### config.mk
export PLATFORM = sky130hd
export DESIGN_NAME = dimmable_seven_segment_scan
export DESIGN_NICKNAME = d
export VERILOG_FILES = /design/src/sv/dss_pkg.sv /design/src/sv/dss_front.sv /design/src/sv/dss_queue.sv /design/src/sv/dss_back.sv /design/src/sv/dimmable_seven_segment_scan.sv
export SDC_FILE = /design/constraint.sdc
export NUM_CORES = 1
export LEC_CHECK = 0
export BUFFER_PORTS_ARGS = -buffer_cell sky130_fd_sc_hd__buf_2
export CORE_ASPECT_RATIO = 1.1
export CORE_MARGIN = 3
export CORE_UTILIZATION = 53
export CTS_BUF_LIST = sky130_fd_sc_hd__clkbuf_16
export CTS_CLUSTER_DIAMETER = 80
export DETAILED_ROUTE_END_ITERATION = 8
export PLACE_DENSITY = 0.81
export SLEW_MARGIN = 20
export SYNTH_ARGS = -nofsm -noshare
export SYNTH_HDL_FRONTEND = slang
export SYNTH_SLANG_ARGS = --single-unit
### constraint.sdc
create_clock -name clk_i -period 13.25 [get_ports clk_i]
set_input_delay 3.3125 -clock clk_i [delete_from_list [all_inputs] [get_ports clk_i]]
set_output_delay 3.3125 -clock clk_i [all_outputs]
set_load 0.02 [all_outputs]
### src/sv/dss_pkg.sv
// shared types, widths and constant tables for the dimmable seven-segment scan
// no dependencies
package dss_pkg;

  localparam int unsigned VALUE_W     = 14;
  localparam int unsigned TIME_W      = 32;
  localparam int unsigned DEB_W       = 16;
  localparam int unsigned LEVEL_W     = 8;
  localparam int unsigned SEG_W       = 7;
  localparam int unsigned IDX_OUT_W   = 2;
  localparam int unsigned STEP_W      = 2;
  localparam int unsigned DIGITS_DEF  = 4;
  localparam int unsigned QUEUE_DEPTH = 2;

  localparam logic [DEB_W-1:0] DEBOUNCE_RST = DEB_W'(50);

  localparam logic [LEVEL_W-1:0] LEVEL_LOW  = LEVEL_W'(64);
  localparam logic [LEVEL_W-1:0] LEVEL_MID  = LEVEL_W'(128);
  localparam logic [LEVEL_W-1:0] LEVEL_HIGH = LEVEL_W'(255);

  localparam logic [STEP_W-1:0] STEP_LOW  = 2'd0;
  localparam logic [STEP_W-1:0] STEP_MID  = 2'd1;
  localparam logic [STEP_W-1:0] STEP_HIGH = 2'd2;

  // one refresh pass as handed from front to back
  typedef struct packed {
    logic               disp;
    logic               point;
    logic [LEVEL_W-1:0] level;
    logic [VALUE_W-1:0] value;
    logic [VALUE_W-1:0] quot;   // estimate of value / 10^digits
  } dss_entry_t;

  function automatic longint pow10(input int n);
    longint p;
    p = 1;
    for (int i = 0; i < n; i++) begin
      p = p * 10;
    end
    return p;
  endfunction

  function automatic logic [LEVEL_W-1:0] level_of(input logic [STEP_W-1:0] step);
    logic [LEVEL_W-1:0] lvl;
    case (step)
      STEP_LOW:  lvl = LEVEL_LOW;
      STEP_MID:  lvl = LEVEL_MID;
      STEP_HIGH: lvl = LEVEL_HIGH;
      default:   lvl = LEVEL_LOW;
    endcase
    return lvl;
  endfunction

  // a..g in bits 0..6
  function automatic logic [SEG_W-1:0] seg_of(input logic [3:0] d);
    logic [SEG_W-1:0] s;
    case (d)
      4'd0:    s = 7'h3F;
      4'd1:    s = 7'h06;
      4'd2:    s = 7'h5B;
      4'd3:    s = 7'h4F;
      4'd4:    s = 7'h66;
      4'd5:    s = 7'h6D;
      4'd6:    s = 7'h7D;
      4'd7:    s = 7'h07;
      4'd8:    s = 7'h7F;
      4'd9:    s = 7'h6F;
      default: s = 7'h00;
    endcase
    return s;
  endfunction

endpackage

### src/sv/dss_front.sv
// front end: button debounce, brightness stepping and first reduction of the value
// depends on dss_pkg
module dss_front import dss_pkg::*; #(
  parameter int unsigned DIGITS = DIGITS_DEF
) (
  input  logic               clk_i,
  input  logic               rst_ni,
  input  logic               cfg_we_i,
  input  logic [DEB_W-1:0]   cfg_wdata_i,
  input  logic               accept_i,
  input  logic               button_low_i,
  input  logic [TIME_W-1:0]  now_ms_i,
  input  logic [VALUE_W-1:0] value_i,
  input  logic               show_point_i,
  input  logic               display_id_i,
  output dss_entry_t         entry_o
);

  localparam longint MOD    = pow10(int'(DIGITS));
  localparam bit     REDUCE = (MOD < longint'(64'd1 << VALUE_W));

  logic [DEB_W-1:0]  debounce_q;
  logic              held_q, held_d;
  logic [TIME_W-1:0] last_q, last_d;
  logic [STEP_W-1:0] step_q, step_d;
  logic [TIME_W-1:0] elapsed;
  logic              take;
  logic [VALUE_W-1:0] quot;

  assign elapsed = now_ms_i - last_q;
  assign take    = button_low_i && !held_q && (elapsed > TIME_W'(debounce_q));

  always_comb begin
    held_d = held_q;
    last_d = last_q;
    step_d = step_q;
    if (button_low_i) begin
      if (take) begin
        held_d = 1'b1;
        last_d = now_ms_i;
        step_d = (step_q < STEP_HIGH) ? step_q + 2'd1 : STEP_LOW;
      end
    end else begin
      held_d = 1'b0;
    end
  end

  always_ff @(posedge clk_i or negedge rst_ni) begin
    if (!rst_ni) begin
      debounce_q <= DEBOUNCE_RST;
      held_q     <= 1'b0;
      last_q     <= '0;
      step_q     <= STEP_LOW;
    end else begin
      if (cfg_we_i) begin
        debounce_q <= cfg_wdata_i;
      end
      if (accept_i) begin
        held_q <= held_d;
        last_q <= last_d;
        step_q <= step_d;
      end
    end
  end

  // quotient by reciprocal, may come out one low; the back end corrects it
  if (REDUCE) begin : g_reduce
    localparam int     L   = $clog2(MOD);
    localparam int     S   = int'(VALUE_W) + L;
    localparam longint M   = (longint'(64'd1) << S) / MOD;
    localparam int     P_W = 2 * int'(VALUE_W) + 1;
    logic [P_W-1:0] prod;
    assign prod = P_W'(value_i) * P_W'(M);
    assign quot = VALUE_W'(prod >> S);
  end else begin : g_no_reduce
    assign quot = '0;
  end

  assign entry_o.disp  = display_id_i;
  assign entry_o.point = show_point_i;
  assign entry_o.level = level_of(step_d);
  assign entry_o.value = value_i;
  assign entry_o.quot  = quot;

endmodule

### src/sv/dss_queue.sv
// two-entry queue between front and back ends
// depends on dss_pkg
module dss_queue import dss_pkg::*; (
  input  logic       clk_i,
  input  logic       rst_ni,
  input  logic       push_i,
  input  dss_entry_t push_data_i,
  input  logic       pop_i,
  output dss_entry_t head_o,
  output logic       empty_o,
  output logic       full_o
);

  localparam int PTR_W = (QUEUE_DEPTH > 1) ? $clog2(QUEUE_DEPTH) : 1;
  localparam int CNT_W = $clog2(QUEUE_DEPTH + 1);

  dss_entry_t        mem_q [QUEUE_DEPTH];
  logic [PTR_W-1:0]  wr_q, rd_q;
  logic [CNT_W-1:0]  cnt_q;

  function automatic logic [PTR_W-1:0] bump(input logic [PTR_W-1:0] p);
    return (p == PTR_W'(QUEUE_DEPTH - 1)) ? '0 : p + PTR_W'(1);
  endfunction

  assign empty_o = (cnt_q == '0);
  assign full_o  = (cnt_q == CNT_W'(QUEUE_DEPTH));
  assign head_o  = mem_q[rd_q];

  always_ff @(posedge clk_i or negedge rst_ni) begin
    if (!rst_ni) begin
      wr_q  <= '0;
      rd_q  <= '0;
      cnt_q <= '0;
    end else begin
      if (push_i) begin
        wr_q <= bump(wr_q);
      end
      if (pop_i) begin
        rd_q <= bump(rd_q);
      end
      if (push_i && !pop_i) begin
        cnt_q <= cnt_q + CNT_W'(1);
      end else if (pop_i && !push_i) begin
        cnt_q <= cnt_q - CNT_W'(1);
      end
    end
  end

  always_ff @(posedge clk_i) begin
    if (push_i) begin
      mem_q[wr_q] <= push_data_i;
    end
  end

endmodule

### src/sv/dss_back.sv
// back end: digit sequencer, one digit word per cycle while the output is not stalled, with output register
// depends on dss_pkg
module dss_back import dss_pkg::*; #(
  parameter int unsigned DIGITS = DIGITS_DEF
) (
  input  logic                 clk_i,
  input  logic                 rst_ni,
  input  dss_entry_t           head_i,
  input  logic                 empty_i,
  output logic                 pop_o,
  output logic                 out_valid_o,
  input  logic                 out_stall_i,
  output logic                 target_display_o,
  output logic [IDX_OUT_W-1:0] digit_index_o,
  output logic [SEG_W-1:0]     segments_o,
  output logic [LEVEL_W-1:0]   segment_level_o,
  output logic [LEVEL_W-1:0]   point_level_o,
  output logic                 last_o
);

  localparam longint MOD    = pow10(int'(DIGITS));
  localparam bit     REDUCE = (MOD < longint'(64'd1 << VALUE_W));
  localparam int     MOD_W  = $clog2(MOD);
  localparam int     CMP_W  = (MOD_W > int'(VALUE_W)) ? MOD_W : int'(VALUE_W);
  localparam int     IDX_W  = (DIGITS > 1) ? $clog2(DIGITS) : 1;

  // multiples k * 10^(digits-1-pos) for every position
  logic [CMP_W-1:0] tab [DIGITS][10];
  for (genvar g = 0; g < int'(DIGITS); g++) begin : g_pos
    for (genvar k = 0; k < 10; k++) begin : g_mult
      assign tab[g][k] = CMP_W'(longint'(k) * pow10(int'(DIGITS) - 1 - g));
    end
  end

  logic               active_q;
  logic [IDX_W-1:0]   idx_q;
  logic [VALUE_W-1:0] rem_q;
  logic               disp_q, point_q;
  logic [LEVEL_W-1:0] level_q;
  logic               out_valid_q;

  logic               adv, at_last, load;
  logic [CMP_W-1:0]   rem_ext;
  logic [3:0]         digit;
  logic [CMP_W-1:0]   sub;
  logic [VALUE_W-1:0] rem0;

  assign at_last = (idx_q == IDX_W'(DIGITS - 1));
  assign adv     = active_q && (!out_valid_q || !out_stall_i);
  assign load    = !empty_i && (!active_q || (adv && at_last));
  assign pop_o   = load;

  // fold value down below 10^digits
  if (REDUCE) begin : g_reduce
    localparam int QM_W = int'(VALUE_W) + MOD_W;
    logic [QM_W-1:0]    qm;
    logic [VALUE_W-1:0] diff;
    assign qm   = QM_W'(head_i.quot) * QM_W'(MOD);
    assign diff = head_i.value - VALUE_W'(qm);
    assign rem0 = (diff >= VALUE_W'(MOD)) ? diff - VALUE_W'(MOD) : diff;
  end else begin : g_no_reduce
    assign rem0 = head_i.value;
  end

  assign rem_ext = CMP_W'(rem_q);

  always_comb begin
    digit = '0;
    for (int k = 1; k < 10; k++) begin
      digit = digit + 4'(rem_ext >= tab[idx_q][k]);
    end
    sub = tab[idx_q][digit];
  end

  always_ff @(posedge clk_i or negedge rst_ni) begin
    if (!rst_ni) begin
      active_q    <= 1'b0;
      idx_q       <= '0;
      out_valid_q <= 1'b0;
    end else begin
      if (load) begin
        active_q <= 1'b1;
        idx_q    <= '0;
      end else if (adv && at_last) begin
        active_q <= 1'b0;
      end else if (adv) begin
        idx_q <= idx_q + IDX_W'(1);
      end
      if (adv) begin
        out_valid_q <= 1'b1;
      end else if (!out_stall_i) begin
        out_valid_q <= 1'b0;
      end
    end
  end

  always_ff @(posedge clk_i) begin
    if (load) begin
      rem_q   <= rem0;
      disp_q  <= head_i.disp;
      point_q <= head_i.point;
      level_q <= head_i.level;
    end else if (adv) begin
      rem_q <= VALUE_W'(rem_ext - sub);
    end
    if (adv) begin
      target_display_o <= disp_q;
      digit_index_o    <= IDX_OUT_W'(idx_q);
      segments_o       <= seg_of(digit);
      segment_level_o  <= level_q;
      point_level_o    <= (point_q && (32'(idx_q) == 32'd2)) ? level_q : '0;
      last_o           <= at_last;
    end
  end

  assign out_valid_o = out_valid_q;

endmodule

### src/sv/dimmable_seven_segment_scan.sv
// Each accepted refresh item runs the button debounce and brightness step, then
// yields DIGITS digit words (default 4), thousands digit first, one word per
// cycle from the back end's digit sequencer when the output is not stalled. A
// two-entry queue sits between the button front end and the sequencer; the first
// word of an item passes through the queue, the sequencer and the output register.
// debounce_ms is written through cfg_we_i/cfg_wdata_i and resets to 50.
// depends on dss_pkg, dss_front, dss_queue, dss_back
module dimmable_seven_segment_scan import dss_pkg::*; #(
  parameter int unsigned DIGITS = DIGITS_DEF
) (
  input  logic                 clk_i,
  input  logic                 rst_ni,
  input  logic                 cfg_we_i,
  input  logic [DEB_W-1:0]     cfg_wdata_i,
  input  logic                 in_valid_i,
  output logic                 in_stall_o,
  input  logic                 button_low_i,
  input  logic [TIME_W-1:0]    now_ms_i,
  input  logic [VALUE_W-1:0]   value_i,
  input  logic                 show_point_i,
  input  logic                 display_id_i,
  output logic                 out_valid_o,
  input  logic                 out_stall_i,
  output logic                 target_display_o,
  output logic [IDX_OUT_W-1:0] digit_index_o,
  output logic [SEG_W-1:0]     segments_o,
  output logic [LEVEL_W-1:0]   segment_level_o,
  output logic [LEVEL_W-1:0]   point_level_o,
  output logic                 last_o
);

  dss_entry_t entry, head;
  logic       accept, full, empty, pop;

  assign in_stall_o = full;
  assign accept     = in_valid_i && !full;

  dss_front #(.DIGITS(DIGITS)) u_front (
    .clk_i        (clk_i),
    .rst_ni       (rst_ni),
    .cfg_we_i     (cfg_we_i),
    .cfg_wdata_i  (cfg_wdata_i),
    .accept_i     (accept),
    .button_low_i (button_low_i),
    .now_ms_i     (now_ms_i),
    .value_i      (value_i),
    .show_point_i (show_point_i),
    .display_id_i (display_id_i),
    .entry_o      (entry)
  );

  dss_queue u_queue (
    .clk_i       (clk_i),
    .rst_ni      (rst_ni),
    .push_i      (accept),
    .push_data_i (entry),
    .pop_i       (pop),
    .head_o      (head),
    .empty_o     (empty),
    .full_o      (full)
  );

  dss_back #(.DIGITS(DIGITS)) u_back (
    .clk_i            (clk_i),
    .rst_ni           (rst_ni),
    .head_i           (head),
    .empty_i          (empty),
    .pop_o            (pop),
    .out_valid_o      (out_valid_o),
    .out_stall_i      (out_stall_i),
    .target_display_o (target_display_o),
    .digit_index_o    (digit_index_o),
    .segments_o       (segments_o),
    .segment_level_o  (segment_level_o),
    .point_level_o    (point_level_o),
    .last_o           (last_o)
  );

endmodule

# After elaboration in Yosys (flattened, before gate mapping)
# Memory sizes are Yosys's and may differ from the RTL's. A register that Yosys moved wholly into a read port is not among the register bits.
# Index checks and enable logic that the tools add are counted.
# totals
mem_bits_rw	50
output_inout_bits	29
regBits	103
word_cells	119
mem_bits_ro	112
latchBits	0
memories	2
input_bits	70
# classes
reduce_logical	26
eq_ne	8
n_bitwise	2
add_sub_neg	18
order_cmp	14
multipliers	2
n_shift	0
n_div	0
mux	28
# mem_list
memory	depth	width	rd	rd_clocked_by_memory_dff	wr	line	rtl
(no name shown)	16	7	1	1	0	dss_pkg.sv:57	case (d)
u_queue.mem_q	2	25	1	0	1	dss_queue.sv:17	dss_entry_t mem_q [QUEUE_DEPTH];
# op_table
cell	count
binary-select mux 140 bit (select 2 bit)	1
2-to-1 mux 140 bit	2
>= comparator 14 bit	9
2-to-1 mux 14 bit	5
binary-select mux 14 bit (select 4 bit)	1
> comparator 32 x 16 -> 1 bit	1
subtractor 32 bit	1
multiplier 14 x 15 -> 29 bit (second input constant)	1
adder 4 x 1 -> 4 bit	7
subtractor 14 bit	2
2-to-1 mux 2 bit	8
case mux 8 bit (2 select lines)	1
>= comparator 14 bit (second input constant)	1
multiplier 14 x 10 -> 10 bit (second input constant)	1
subtractor 14 bit (second input constant)	1
2-to-1 mux 1 bit	10
logical AND 1 bit	9
equality test 2 bit (second input constant)	4
zero test 1 bit	8
adder 2 x 1 -> 2 bit (second input constant)	3
nonzero test 2 bit	3
>= comparator 5 bit (second input constant)	1
inverter 4 -> 5 bit	1
inequality test 2 x 1 -> 1 bit (second input constant)	2
other kinds (12)	15

# Longest topological paths before layout
# logic_depth
ltp_word	20
mapped_depth	38
ltp_nobuf	37

# Hierarchy
# From an unflattened synthesis, not the netlist that was laid out.
# hier_totals
cells_unflattened	1636
area_unflattened_um2	16895.0
# by_module_without_submodules
mod	cells_each	area_each_um2	n_inst	seq_area_each_um2
dss_front	879	8136.6	1	1280.0
dss_back	622	5769.3	1	1631.6
dss_queue	134	2975.4	1	2382.3
dimmable_seven_segment_scan	1	13.8	1	0.0

# Least setup slack after synthesis
# Ideal clock, no wire load.
# synth_path
kind	input-to-reg
startpoint	in value_i[12]
endpoint	mem u_queue.mem_q[0][0] (netlist bit), data pin
path_buffers	0
t_required_ns	12.988
setup_ns	0.262
arrival_ns	8.105
cell_stages	21
slack_ns	4.882
cell_sequence	inv_1 -> ha_1 -> inv_1 -> fa_1 -> inv_1 -> fa_1 -> inv_1 -> fa_1 -> fa_1 -> fa_1 -> ha_1 -> a21o_1 -> a21o_1 -> a21o_1 -> a21oi_1 -> nor2b_1 -> o211ai_1 -> nand4b_1 -> a221oi_1 -> o21a_1 -> xnor2_1
# synth_lines
element	line	rtl
from (decl)	dimmable_seven_segment_scan.sv:19	input logic [VALUE_W-1:0] value_i,
to (decl)	dss_queue.sv:17	

# Final worst setup path
# layout_path
startpoint	reg u_back.idx_q[1]
endpoint	reg u_back.rem_q[12], in the netlist u_back.rem_ext[12], data pin
# layout_between
elab_chain_cells	20
word_cells_on_any_way	32
cone_classes	9 x add/sub; 9 x order compare; 1 x eq/ne; 8 x mux; 2 x bitwise; 3 x reduce/logical
# layout_rtl
element	line	rtl
from (decl)	dss_back.sv:36	logic [IDX_W-1:0] idx_q;
from (signal assigned)	dss_back.sv:87	idx_q <= idx_q + IDX_W'(1);
inverter 2 -> 3 bit (not written as such)	dss_back.sv:70, dss_back.sv:72	
binary-select mux 140 bit (select 2 bit)	dss_back.sv:70, dss_back.sv:72	
2-to-1 mux 140 bit (not written as such) (2 in a row)	dss_back.sv:70	digit = digit + 4'(rem_ext >= tab[idx_q][k]);
>= comparator 14 bit	dss_back.sv:70	
adder 1 x 1 -> 2 bit	dss_back.sv:70	
adder 4 x 1 -> 4 bit (7 in a row)	dss_back.sv:70	
inverter 4 -> 5 bit (not written as such)	dss_back.sv:72	sub = tab[idx_q][digit];
binary-select mux 14 bit (select 4 bit)	dss_back.sv:72	
2-to-1 mux 14 bit (not written as such) (2 in a row)	dss_back.sv:72	
subtractor 14 bit	dss_back.sv:104	rem_q <= VALUE_W'(rem_ext - sub);
2-to-1 mux 14 bit	dss_back.sv:103	end else if (adv) begin
2-to-1 mux 14 bit *	dss_back.sv:98	if (load) begin
to (signal assigned)	dss_back.sv:99	rem_q <= rem0;
to (signal assigned)	dss_back.sv:104	
to (decl)	dss_back.sv:37	logic [VALUE_W-1:0] rem_q;
# Mark *: on every way between the ends. The rest lies on a longest branch, timed or not. The select of a mux whose other input is x is not followed.
# A chain may end at the register's enable or synchronous reset.

==> impl_metrics.env <==
export IMPL_outcome="finished, final reports clean"
export IMPL_netlist_instances=1502
export IMPL_maxClockFrequency_mhz=110
export IMPL_timing_setup_critical_path_class="reg -> reg"
export IMPL_fin_tns_setup_ns=0
export IMPL_r2r_end="u_back.rem_ext[12]$_DFFE_PP_"
export IMPL_r2r_setup_slack_ns=4.20
export IMPL_synth_cell_area_mm2=0.0145
export IMPL_placement_io_buffers=98
export IMPL_cts_post_setup_buffers_inserted=0
export IMPL_final_layout_size_suffix_gt1_share_pct=13.4
export IMPL_cell_types_occupying_the_most_area_after_synthesis="sky130_fd_sc_hd__ha_1, sky130_fd_sc_hd__edfxtp_1, sky130_fd_sc_hd__dfrtp_1"
export IMPL_min_to="u_back.out_valid_o$_DFFE_PN0P_"
export IMPL_yosysTopAreaCellShare_pct=20.8
export IMPL_routed_top_layer="met4"
export IMPL_clock_slew_seen_by_the_registers_of_the_worst_setup_and_hold_paths_ns=0.06
export IMPL_synth_edff_count=76
export IMPL_initial_detailed_routing_violation_count=825
export IMPL_clock_period_minus_worst_slack_ns=9.05
export IMPL_grt_max_degree=60
export IMPL_ys_warn_count=0
export IMPL_grt_first_pass_wirelength_mm=56.2
export IMPL_worst_slew_pin_slew_ns=1.00
export IMPL_first_global_vias=11500
export IMPL_cts_made_buffers=17
export IMPL_wl_per_cell_um=17.3
export IMPL_cts_htree_levels=4
export IMPL_syn_mean_instance_area_um2=9.67
export IMPL_die_height_um=180
export IMPL_finalWeightedCongestion=0.940
export IMPL_hold_viol_final=0
export IMPL_cts_root_buffer="sky130_fd_sc_hd__clkbuf_16"
export IMPL_worst_setup_slack_post_dpl_ns=4.26
export IMPL_skew_pair_late_insertion_delay_ns=0.44
export IMPL_max_slew_margin_pct=33.2
export IMPL_synthDistinctLibCells=80
export IMPL_floorplan_core_area_mm2=0.0265
export IMPL_met2_length_mm=16.5
export IMPL_detailroute_wirelength_met3_mm=2.04
export IMPL_final_antenna_net_count=0
export IMPL_flow_area_growth_from_synthesis_pct=8.93
export IMPL_place_hpwl_mm=26.6
export IMPL_global_route_overflow_total=0
export IMPL_number_of_antenna_violations_at_the_first_check_in_global_routing=0
export IMPL_fin_nets=1960
export IMPL_mappedNetlistNets=1883
export IMPL_cp_common_cell="sky130_fd_sc_hd__inv_1"
export IMPL_worst_ep_arrival_time_ns=9.19
export IMPL_ys_top_cells_by_count="sky130_fd_sc_hd__ha_1, sky130_fd_sc_hd__inv_1, sky130_fd_sc_hd__a21oi_1"
export IMPL_cts_num_sinks=135
export IMPL_n_fill_cell=2229
export IMPL_die_area_mm2=0.0294
export IMPL_slowest_stage="sky130_fd_sc_hd__fa_1"
export IMPL_drv_max_cap_violation_count=0
export IMPL_timing_critical_path_from_type="flop"
export IMPL_detail_route_vias_per_cell=5.87
export IMPL_start_util_pct=54.8
export IMPL_detail_route_first_pass_iterations=6
export IMPL_ctsHoldBuffers=0
export IMPL_worst_path_buf_inv=8
export IMPL_hold_class="reg -> reg"
export IMPL_num_vias=11400
export IMPL_worst_hold_startpoint="u_back.active_q$_DFFE_PN0P_"
export IMPL_die_w_um=164
export IMPL_final_count_of_pins_violating_max_slew=0
export IMPL_synth_top_flop_cell="sky130_fd_sc_hd__edfxtp_1"
export IMPL_fin_worst_skew_ns=0.0224
export IMPL_cts_path_max_buffers=2
export IMPL_grt_setup_unrepaired="no"
export IMPL_asr_flop_ratio_synth_pct=43.7
export IMPL_wirelength_mm=33.7
export IMPL_groute_usage_overall_pct=23.3
export IMPL_layout_setup_ws_ns=4.20
export IMPL_worst_path_largest_cell_delay_ns=0.55
export IMPL_dominant_delay_contributor_by_cell_family_on_the_critical_path="adder cells"
export IMPL_r2r_start="u_back.idx_q[1]$_DFFE_PN0P_"
export IMPL_most_instantiated_library_cell_after_synthesis="sky130_fd_sc_hd__ha_1"
export IMPL_rr_worst_depth=35
export IMPL_postCtsResizedCells=0
export IMPL_post_detailed_route_drc_marker_count=0
export IMPL_number_of_stages_on_the_worst_hold_path=1
export IMPL_drt_met1_wl_mm=14.4
export IMPL_synth_largest_area_cell="sky130_fd_sc_hd__ha_1"
export IMPL_synth_yosys_seq_area_share_pct=25.9
export IMPL_end_kind="flop"
export IMPL_period_share_pct=68.3
export IMPL_yosys_register_bits=135
export IMPL_worst_ep_required_time_ns=13.39
export IMPL_critical_path_maximum_fanout=32
export IMPL_report_final_setup_viol=0
export IMPL_placementRows=62
export IMPL_number_of_top_level_design_ports=99
export IMPL_cts_tree="built"
## layout make-up
class / count / area [um^2] / area share (%)
multi-input cells: 1122 / 9780 / 61.8
flip-flops and latches: 135 / 3760 / 23.8
inverters: 195 / 732 / 4.62
repair buffers: 108 / 566 / 3.57
clock buffers: 18 / 450 / 2.85
well taps: 352 / 440 / 2.78
clock inverters: 14 / 97.6 / 0.617
diodes: 1 / 2.50 / 0.0158
## registers in the layout, summed over array words and instances (netlist names), 2 cells and up
| name | cells |
|---|---|
| u_back.rem_ext | 14 |
| u_queue.cnt_q | 2 |
| u_front.step_q | 2 |
| u_back.segments_o | 7 |
| u_back.idx_q | 2 |
| u_back.digit_index_o | 2 |
| u_front.last_q | 32 |
| u_back.segment_level_o | 3 |
| u_queue.mem_q | 40 |
| u_back.point_level_o | 3 |
| u_back.level_q | 3 |
| u_front.debounce_q | 16 |
## per-layer routing
metal / vias up / global-route usage (%)
met5: - / 0
met4: 0 / 6.80
met3: 66 / 3.34
met2: 396 / 38.7
met1: 5446 / 31.6
li1: 5517 / -
## logic make-up after synthesis
kind of cell / count (synthesis) / synth area share (%)
AND/OR/NAND/NOR: 323 / 11.1
buffers and inverters: 245 / 6.86
multiplexers: 71 / 6.16
adder cells (fa/ha/maj): 311 / 30.4
flip-flops: 135 / 25.9
AO/OA/AOI/OAI: 360 / 16.2
XOR/XNOR: 57 / 3.44
## per-stage QoR
stage / util, % / cell area (um^2) / hold WS [ns] / cells
finish: 59.7 / 15800 / 0.478 / 1945
global route: 59.7 / 15800 / 0.488 / 1944
global placement: 57.6 / 15300 / 0.456 / 1912
CTS: 59.7 / 15800 / 0.480 / 1944
detailed placement: 57.6 / 15300 / 0.468 / 1912
floorplan: - / 14500 / 0.400 / 1502
## how the worst max path moves through the flow
stage          depth (start not counted)                        start                            end  slack, ns
6_report                              35  u_back.idx_q[1]$_DFFE_PN0P_   u_back.rem_ext[12]$_DFFE_PP_       4.20
2_1_floorplan                         21                  value_i[12]  u_queue.mem_q[0][0]$_DFFE_PP_       4.88
3_3_place_gp                          22                  value_i[12]  u_queue.mem_q[0][0]$_DFFE_PP_       4.35
3_5_place_dp                          22                  value_i[12]  u_queue.mem_q[0][0]$_DFFE_PP_       4.26
5_1_grt                               36  u_back.idx_q[1]$_DFFE_PN0P_   u_back.rem_ext[12]$_DFFE_PP_       3.61
4_1_cts                               36  u_back.idx_q[1]$_DFFE_PN0P_   u_back.rem_ext[12]$_DFFE_PP_       4.25
## cell usage in the layout, fill, tap and decap left out, types with 5 or more instances in the layout
master and count:
sky130_fd_sc_hd__a211o_1 7, sky130_fd_sc_hd__or3_1 5, sky130_fd_sc_hd__nor2b_1 14, sky130_fd_sc_hd__o31ai_1 7, sky130_fd_sc_hd__and3_1 14, sky130_fd_sc_hd__nor3_1 26
sky130_fd_sc_hd__nor4_1 6, sky130_fd_sc_hd__xnor2_1 34, sky130_fd_sc_hd__inv_1 195, sky130_fd_sc_hd__nand4_1 22, sky130_fd_sc_hd__a211oi_1 12, sky130_fd_sc_hd__o22ai_1 6
sky130_fd_sc_hd__buf_2 98, sky130_fd_sc_hd__mux2_2 18, sky130_fd_sc_hd__a21oi_1 106, sky130_fd_sc_hd__buf_4 10, sky130_fd_sc_hd__ha_1 241, sky130_fd_sc_hd__o21ai_0 75
sky130_fd_sc_hd__a221oi_1 5, sky130_fd_sc_hd__o211ai_1 17, sky130_fd_sc_hd__nand3_1 24, sky130_fd_sc_hd__a21o_1 48, sky130_fd_sc_hd__clkbuf_16 18, sky130_fd_sc_hd__dfrtp_1 56
sky130_fd_sc_hd__mux2i_1 22, sky130_fd_sc_hd__edfxtp_1 76, sky130_fd_sc_hd__o21a_1 11, sky130_fd_sc_hd__nand2_1 94, sky130_fd_sc_hd__or2_2 6, sky130_fd_sc_hd__a31oi_1 7
sky130_fd_sc_hd__fa_1 70, sky130_fd_sc_hd__o21bai_1 8, sky130_fd_sc_hd__or4_1 6, sky130_fd_sc_hd__xor2_1 23, sky130_fd_sc_hd__nand2b_1 10, sky130_fd_sc_hd__nor2_1 74
sky130_fd_sc_hd__mux2_4 30
## worst register-to-register path: cells and delay by family (launching register included)
| kind | cells | cell delay [ns] |
|---|---|---|
| AO/OA/AOI/OAI | 9 | 1.84 |
| XOR/XNOR | 1 | 0.19 |
| adder cells (fa/ha/maj) | 9 | 3.62 |
| buffers and inverters | 8 | 1.48 |
| flip-flops | 1 | 0.36 |
| AND/OR/NAND/NOR | 8 | 1.27 |
Power is not shown: default switching activity piles up to over one toggle a cycle in this logic, so the estimate is an artifact.
